$ cat src/hdl/ialu_pkg.sv
// shared types, mode codes and controller commands for the iterative integer alu
package ialu_pkg;

   localparam int DATA_WIDTH  = 32;
   localparam int COUNT_WIDTH = $clog2(DATA_WIDTH);

   localparam logic [2:0] MODE_ADD = 3'd0;
   localparam logic [2:0] MODE_SUB = 3'd1;
   localparam logic [2:0] MODE_MUL = 3'd2;
   localparam logic [2:0] MODE_DIV = 3'd3;
   localparam logic [2:0] MODE_POW = 3'd4;

   typedef struct packed {
      logic [2:0]                   mode;
      logic signed [DATA_WIDTH-1:0] operand_a;
      logic signed [DATA_WIDTH-1:0] operand_b;
   } req_type;

   typedef struct packed {
      logic signed [DATA_WIDTH-1:0] result;
      logic                         divide_by_zero;
   } rsp_type;

   typedef enum logic [2:0] {
      CMD_NONE,
      CMD_LOAD,
      CMD_MUL_ACC,
      CMD_SQUARE,
      CMD_DIV_STEP,
      CMD_FINISH
   } cmd_type;

   typedef struct packed {
      logic [2:0] req_mode;
      logic       req_b_zero;
      logic       req_b_pos;
      logic       expo_zero;
      logic       expo_lsb;
      logic       div_last;
   } status_type;

endpackage

$ cat src/hdl/ialu_dp.sv
// datapath of the iterative integer alu: operand registers, shared multiplier, divide step
module ialu_dp (
   input  logic                clock,
   input  ialu_pkg::req_type   req,
   input  ialu_pkg::cmd_type   cmd,
   output ialu_pkg::status_type status,
   output ialu_pkg::rsp_type   rsp
);

   localparam int W  = ialu_pkg::DATA_WIDTH;
   localparam int CW = ialu_pkg::COUNT_WIDTH;

   logic [W-1:0]  acc_ff, acc_in;
   logic [W-1:0]  sq_ff, sq_in;
   logic [W-1:0]  expo_ff, expo_in;
   logic [CW-1:0] count_ff, count_in;
   logic          div_ff, div_in;
   logic          neg_ff, neg_in;
   logic          dz_ff, dz_in;
   ialu_pkg::rsp_type rsp_ff, rsp_in;

   logic [W-1:0]   a_u, b_u, mag_a, mag_b;
   logic [W-1:0]   mul_x;
   logic [W-1:0]   prod;
   logic [W-1:0]   trial;
   logic           fits;

   assign a_u   = req.operand_a;
   assign b_u   = req.operand_b;
   assign mag_a = a_u[W-1] ? (~a_u + W'(1)) : a_u;
   assign mag_b = b_u[W-1] ? (~b_u + W'(1)) : b_u;

   // one multiplier, shared between acc*sq and sq*sq, low word only
   assign mul_x = (cmd == ialu_pkg::CMD_SQUARE) ? sq_ff : acc_ff;
   assign prod  = mul_x * sq_ff;

   // restoring divide: remainder in sq, dividend/quotient in expo, divisor in acc
   assign trial = {sq_ff[W-2:0], expo_ff[W-1]};
   assign fits  = trial >= acc_ff;

   always_comb begin
      acc_in   = acc_ff;
      sq_in    = sq_ff;
      expo_in  = expo_ff;
      count_in = count_ff;
      div_in   = div_ff;
      neg_in   = neg_ff;
      dz_in    = dz_ff;
      rsp_in   = rsp_ff;
      case (cmd)
         ialu_pkg::CMD_LOAD: begin
            sq_in    = a_u;
            expo_in  = b_u;
            count_in = '0;
            div_in   = (req.mode == ialu_pkg::MODE_DIV);
            neg_in   = a_u[W-1] ^ b_u[W-1];
            dz_in    = (req.mode == ialu_pkg::MODE_DIV) && (b_u == '0);
            unique case (req.mode)
               ialu_pkg::MODE_ADD: acc_in = a_u + b_u;
               ialu_pkg::MODE_SUB: acc_in = a_u - b_u;
               ialu_pkg::MODE_MUL: acc_in = b_u;
               ialu_pkg::MODE_DIV: begin
                  acc_in  = mag_b;
                  sq_in   = '0;
                  expo_in = mag_a;
               end
               ialu_pkg::MODE_POW: acc_in = W'(1);
               default:            acc_in = '0;
            endcase
         end
         ialu_pkg::CMD_MUL_ACC: acc_in = prod;
         ialu_pkg::CMD_SQUARE: begin
            sq_in   = prod;
            expo_in = {1'b0, expo_ff[W-1:1]};
         end
         ialu_pkg::CMD_DIV_STEP: begin
            sq_in    = fits ? (trial - acc_ff) : trial;
            expo_in  = {expo_ff[W-2:0], fits};
            count_in = count_ff + CW'(1);
         end
         ialu_pkg::CMD_FINISH: begin
            if (dz_ff) begin
               rsp_in.result = '0;
            end else if (div_ff) begin
               rsp_in.result = neg_ff ? (~expo_ff + W'(1)) : expo_ff;
            end else begin
               rsp_in.result = acc_ff;
            end
            rsp_in.divide_by_zero = dz_ff;
         end
         default: begin
         end
      endcase
   end

   always_ff @(posedge clock) begin
      acc_ff   <= acc_in;
      sq_ff    <= sq_in;
      expo_ff  <= expo_in;
      count_ff <= count_in;
      div_ff   <= div_in;
      neg_ff   <= neg_in;
      dz_ff    <= dz_in;
      rsp_ff   <= rsp_in;
   end

   assign status.req_mode   = req.mode;
   assign status.req_b_zero = (b_u == '0);
   assign status.req_b_pos  = !b_u[W-1] && (b_u != '0);
   assign status.expo_zero  = (expo_ff == '0);
   assign status.expo_lsb   = expo_ff[0];
   assign status.div_last   = (count_ff == CW'(W-1));
   assign rsp               = rsp_ff;

endmodule

$ cat src/hdl/ialu_ctrl.sv
// controller state machine of the iterative integer alu
module ialu_ctrl (
   input  logic                 clock,
   input  logic                 reset,
   input  logic                 req_valid,
   output logic                 req_stall,
   output logic                 rsp_valid,
   input  logic                 rsp_stall,
   input  ialu_pkg::status_type status,
   output ialu_pkg::cmd_type    cmd
);

   typedef enum logic [5:0] {
      S_IDLE   = 6'b000001,
      S_MUL    = 6'b000010,
      S_POWBIT = 6'b000100,
      S_SQUARE = 6'b001000,
      S_DIV    = 6'b010000,
      S_DONE   = 6'b100000
   } state_type;

   state_type state_ff, state_in;
   logic      rsp_valid_ff, rsp_valid_in;
   logic      out_free;

   assign out_free = !rsp_valid_ff || !rsp_stall;

   always_comb begin
      state_in     = state_ff;
      rsp_valid_in = rsp_valid_ff && rsp_stall;
      cmd          = ialu_pkg::CMD_NONE;
      unique case (state_ff)
         S_IDLE: begin
            if (req_valid) begin
               cmd = ialu_pkg::CMD_LOAD;
               if (status.req_mode == ialu_pkg::MODE_MUL) begin
                  state_in = S_MUL;
               end else if (status.req_mode == ialu_pkg::MODE_DIV && !status.req_b_zero) begin
                  state_in = S_DIV;
               end else if (status.req_mode == ialu_pkg::MODE_POW && status.req_b_pos) begin
                  state_in = S_POWBIT;
               end else begin
                  state_in = S_DONE;
               end
            end
         end
         S_MUL: begin
            cmd      = ialu_pkg::CMD_MUL_ACC;
            state_in = S_DONE;
         end
         S_POWBIT: begin
            if (status.expo_zero) begin
               state_in = S_DONE;
            end else if (status.expo_lsb) begin
               cmd      = ialu_pkg::CMD_MUL_ACC;
               state_in = S_SQUARE;
            end else begin
               cmd = ialu_pkg::CMD_SQUARE;
            end
         end
         S_SQUARE: begin
            cmd      = ialu_pkg::CMD_SQUARE;
            state_in = S_POWBIT;
         end
         S_DIV: begin
            cmd = ialu_pkg::CMD_DIV_STEP;
            if (status.div_last) begin
               state_in = S_DONE;
            end
         end
         S_DONE: begin
            if (out_free) begin
               cmd          = ialu_pkg::CMD_FINISH;
               rsp_valid_in = 1'b1;
               state_in     = S_IDLE;
            end
         end
         default: state_in = S_IDLE;
      endcase
   end

   always_ff @(posedge clock) begin
      if (reset) begin
         state_ff     <= S_IDLE;
         rsp_valid_ff <= 1'b0;
      end else begin
         state_ff     <= state_in;
         rsp_valid_ff <= rsp_valid_in;
      end
   end

   assign req_stall = (state_ff != S_IDLE);
   assign rsp_valid = rsp_valid_ff;

endmodule

$ cat src/hdl/iterative_integer_alu.sv
// top level of the iterative integer alu: controller, datapath and port checks
// One request transfer carries a mode and two signed 32-bit operands and yields exactly one
// response transfer; all results wrap modulo 2^32. The block works on one request at a time;
// a finished result sits in the response register, so the next request is taken while it
// waits. Add, subtract, the unused modes and divide by zero go straight to the response;
// multiply makes one pass through the 32x32 multiplier, divide runs 32 restoring steps of
// one subtract and compare each, and power takes a square for a zero exponent bit and a
// multiply then a square for a one bit, since multiply and square share one multiplier,
// then ends with the check that finds the exponent used up; an exponent of zero or less
// goes straight to the response. The request side is ready again the cycle after the
// response register is loaded.
module iterative_integer_alu (
   input  logic              clock,
   input  logic              reset,
   input  logic              req_valid,
   output logic              req_stall,
   input  ialu_pkg::req_type req,
   output logic              rsp_valid,
   input  logic              rsp_stall,
   output ialu_pkg::rsp_type rsp
);

   // command and status between the two halves
   ialu_pkg::cmd_type    cmd;
   ialu_pkg::status_type status;

   // sequencing: load on request transfer, iterate, then write the response register
   ialu_ctrl u_ctrl (
      .clock     (clock),
      .reset     (reset),
      .req_valid (req_valid),
      .req_stall (req_stall),
      .rsp_valid (rsp_valid),
      .rsp_stall (rsp_stall),
      .status    (status),
      .cmd       (cmd)
   );

   // operand registers, shared multiplier and divide step, response payload register
   ialu_dp u_dp (
      .clock  (clock),
      .req    (req),
      .cmd    (cmd),
      .status (status),
      .rsp    (rsp)
   );

   // the request side is always busy in the cycle after a request transfer
   a_busy_after_transfer: assert property (@(posedge clock) disable iff (reset)
      req_valid && !req_stall |=> req_stall)
      else $error("request side not busy after a transfer");

   // a zero-divisor flag always comes with a zero result
   a_dz_result_zero: assert property (@(posedge clock) disable iff (reset)
      rsp_valid && rsp.divide_by_zero |-> rsp.result == '0)
      else $error("divide by zero with nonzero result");

   // the datapath only finishes when the response register is free
   a_finish_when_free: assert property (@(posedge clock) disable iff (reset)
      cmd == ialu_pkg::CMD_FINISH |-> !rsp_valid || !rsp_stall)
      else $error("response register overwritten while stalled");

endmodule

$ cat config.mk
export PLATFORM = sky130hd
export DESIGN_NAME = iterative_integer_alu
export DESIGN_NICKNAME = d
export VERILOG_FILES = /design/src/hdl/ialu_pkg.sv /design/src/hdl/ialu_dp.sv /design/src/hdl/ialu_ctrl.sv /design/src/hdl/iterative_integer_alu.sv
export SDC_FILE = /design/constraint.sdc
export NUM_CORES = 2
export LEC_CHECK = 0
export BUFFER_PORTS_ARGS = -buffer_cell sky130_fd_sc_hd__buf_2
export CORE_UTILIZATION = 60
export DETAILED_ROUTE_END_ITERATION = 10
export PLACE_DENSITY = 0.82
export SLEW_MARGIN = 40
export SYNTH_ARGS = -nofsm -noshare
export SYNTH_HDL_FRONTEND = slang
export SYNTH_HIERARCHICAL = 1
export SYNTH_SLANG_ARGS = --single-unit
$ cat constraint.sdc
create_clock -name clock -period 29.9 [get_ports clock]
set_input_delay 1.495 -clock clock [delete_from_list [all_inputs] [get_ports clock]]
set_output_delay 1.495 -clock clock [all_outputs]
set_load 0.005 [all_outputs]
==> summary.md <==
| Metric | Value |
|---|---|
| Status | completed |
| Vias in the first global route | 24600 |
| Fin Setup TNS | 0 ns |
| Worst-case clock buffer depth | 2 |
| Total CTS buffers | 17 |
| Layout Cells excl Fill | 3903 |
| Row count | 80 |
| Slowest stage cell, crit path | nor4_1 |
| Num Clock Sinks | roughly 140 |
| Ratio of cells with drive above 1 in the final layout | ~7.4% |
| Final Cycle Share | 41.7% |
| CTS resizes | 0 |
| Detailed-route vias per instance | between 6 and 7 |
| # setup viols final | 0 |
| WL final | approximately 90 mm |
| Hold slack | around 0.56 ns |
| Flop-to-flop setup slack | roughly 17 ns |
| Largest net degree at the start of global routing | between 60 and 70 |
| Fin crit period | about 12 ns |
| Hold endpoint | u_ctrl/rsp_valid |
| Root Driver | clkbuf_16 |
| Unrepaired setup endpoints after global routing | false |
| Critical Path AT | roughly 13 ns |
| First DRT Iteration DRCs | 2782 |
| Layout Skew | about 0.016 ns |
| Reg2reg path depth | 37 |
| Met1 Usage GRT | 50.0% |
| Initial antenna violation count | 1 |
| GRT busiest layer | met2 |
| Cell count after synthesis | ~3300 |
| Global placer's final weighted congestion | around 1.0 |
| DP HPWL | just under 70 mm |
| Post-Syn Area | around 29000 sq um |
| Chip height | roughly 220 microns |
| DR WL/cell | approximately 23 microns |
| HP Start | u_ctrl/rsp_valid |
| Worst Hold Depth | 2 |
| Clk_lat worst skew | around 0.44 ns |
| Fillers | between 4000 and 5000 |
| Met3 Track Usage GR | 7.14% |
| Core Region | ~48000 sq um |
| Port Buf Inserts | roughly 110 |
| Post-synth top area share | approximately 28% |
| CTS tree | yes |
| Die W | roughly 220 microns |
| # nets final | between 3000 and 4000 |
| Final antenna-violating net count | 0 |
| Asr flop ratio synth | 0% |
| Setup Buffers After CTS | 0 |
| Max Clk Rate | ~80 MHz |
| Synth area leader | fa_1 |
| Crit-path most repeated cell | fa_1 |
| Post-synth EDFFs | 137 |
| CP Capture Type | register |
| Largest stage delay on the critical path | 0.68 ns |
| Aggregate global routing overflow | 0 |
| Yosys cell types | 83 |
| Critical path startpoint | u_dp/expo_ff[12] |
| CTS clk-pin slew, worst paths | 0.07 ns |
| Critical Path Fanout Max | 55 |
| Reg2reg end | u_dp/acc_ff[31] |
| Yosys warnings | 6 |
| Drt drc | 0 |
| Worst setup path category | register to register |
| Count leader, synth | inv_1 |
| Area grow syn2layout | 5.31% |
| Vias | around 25000 |
| Top Ports | ~110 |
| Antenna Diode Count | 0 |
| Worst slew pin tran | roughly 0.91 ns |
| GRT Resource Usage Total | 36.3% |
| Required @ worst endpoint | roughly 30 ns |
| Cell Count Post-Placement | between 3000 and 4000 |
| Post-Syn Area per Cell | 8.84 sq um |
| Hold Path Class | register to register |
| Max_slew headroom | around 40% |
| H-tree depth | 4 |
| Post-synth top cells | inv_1 (441), fa_1 (410), nand2_1 (360) |
| # Max-Cap Violations | 0 |
| Worst r2r src | u_dp/expo_ff[12] |
| Initial Util | between 60% and 70% |
| Largest cells by area after synthesis | fa_1 (28%), edfxtp_1 (14%), ha_1 (8.2%), and2_1 (6.7%), inv_1 (5.7%) |
| GR Layer Usage met2 | a little over half |
| Final hold viol count | 0 |
| Post-Syn Nets | 3967 |
| Global-route wire length before repair | between 100 and 150 mm |
| Cts hold-fix bufs | 0 |
| CP Launch Type | register |
| Final slew viol count | 0 |
| Synth Register Bits | 144 |
| DIE AREA | roughly 50000 sq um |
| DR pass1 iterations | 8 |
| Primary FF master, synth | edfxtp_1 |
| Sequential area share after synthesis | about 15% |
[layout make-up]
| type | instances | area, sq um | area share [%] |
|---|---|---|---|
| multi-input cells | 2525 | 22500 | 73.5 |
| flip-flops and latches | 144 | 4250 | 13.9 |
| inverters | 442 | 1660 | 5.41 |
| repair buffers | 145 | 848 | 2.76 |
| well taps | 615 | 769 | 2.51 |
| clock buffers | 17 | 425 | 1.39 |
| clock inverters | 15 | 184 | 0.599 |
[worst max-delay path by stage]
| stage | endpoint | slack (ns) | cells past startpoint |
|---|---|---|---|
| 6_report | u_dp/acc_ff[31] | 17.44 | 37 |
| 5_1_grt | u_dp/acc_ff[31] | 17.02 | 37 |
| 4_1_cts | u_dp/acc_ff[31] | 17.45 | 38 |
| 3_5_place_dp | u_dp/acc_ff[31] | 17.48 | 39 |
| 3_3_place_gp | u_dp/acc_ff[31] | 17.86 | 35 |
| 2_1_floorplan | u_dp/acc_ff[31] | 18.79 | 39 |
[layer usage]
metal | up-vias | wire length, microns
met4 | 0 | 4880
met3 | 257 | 10400
met5 | - | 0
met1 | 12000 | 34100
met2 | 1597 | 38600
li1 | 10800 | -
[sequential cells by signal, summed over array words and instances (netlist names)]
name	cells
u_dp/count_ff	5
u_ctrl/rsp_valid	1
u_dp/sq_ff	32
u_ctrl/state_ff	6
u_dp/rsp	33
u_dp/expo_ff	32
u_dp/dz_ff	1
u_dp/neg_ff	1
u_dp/acc_ff	32
u_dp/div_ff	1
[kinds of logic after synthesis]
logic type                 Yosys count  share of synthesized area (%)
and+or+nand+nor                   1036                           18.0
buffers and inverters              625                           8.22
adders and majority gates          602                           36.4
AOI/OAI and AO/OA                  594                           13.3
xor gates and xnor gates           239                           7.47
DFF                                144                           14.6
muxes                               54                           1.95
[critical path, delay by kind of cell, from the launching register on]
kind / cells / cell delay, ns
AOI/OAI and AO/OA: 7 / 1.88
xor gates and xnor gates: 1 / 0.40
adders and majority gates: 9 / 4.33
buffers and inverters: 5 / 0.77
DFF: 1 / 0.45
muxes: 1 / 0.58
and+or+nand+nor: 14 / 3.72
[layout by cell type, fill, tap and decap left out, types with 105 or more instances in the layout]
cell      netlist  routed
o21ai_0       181     178
fa_1          410     410
and2_1        310     309
inv_1         441     441
nor2_1        150     149
nand2_1       360     358
buf_2           3     105
xnor2_1       117     117
edfxtp_1      137     137
xor2_1        116     116
ha_1          192     192
[per-stage QoR]
step | setup WS, ns | util, % | cell area (sq um)
6_report | 17.44 | 64.1 | 30700
5_1_grt | 17.02 | 64.1 | 30700
4_1_cts | 17.45 | 64.0 | 30600
3_5_place_dp | 17.48 | 62.7 | 30000
3_3_place_gp | 17.86 | 62.7 | 30000
2_1_floorplan | 18.79 | - | 29100
Power is left out: the tool's default activity adds up to more than one toggle a clock period on the data nets, which glitch-free logic cannot reach.
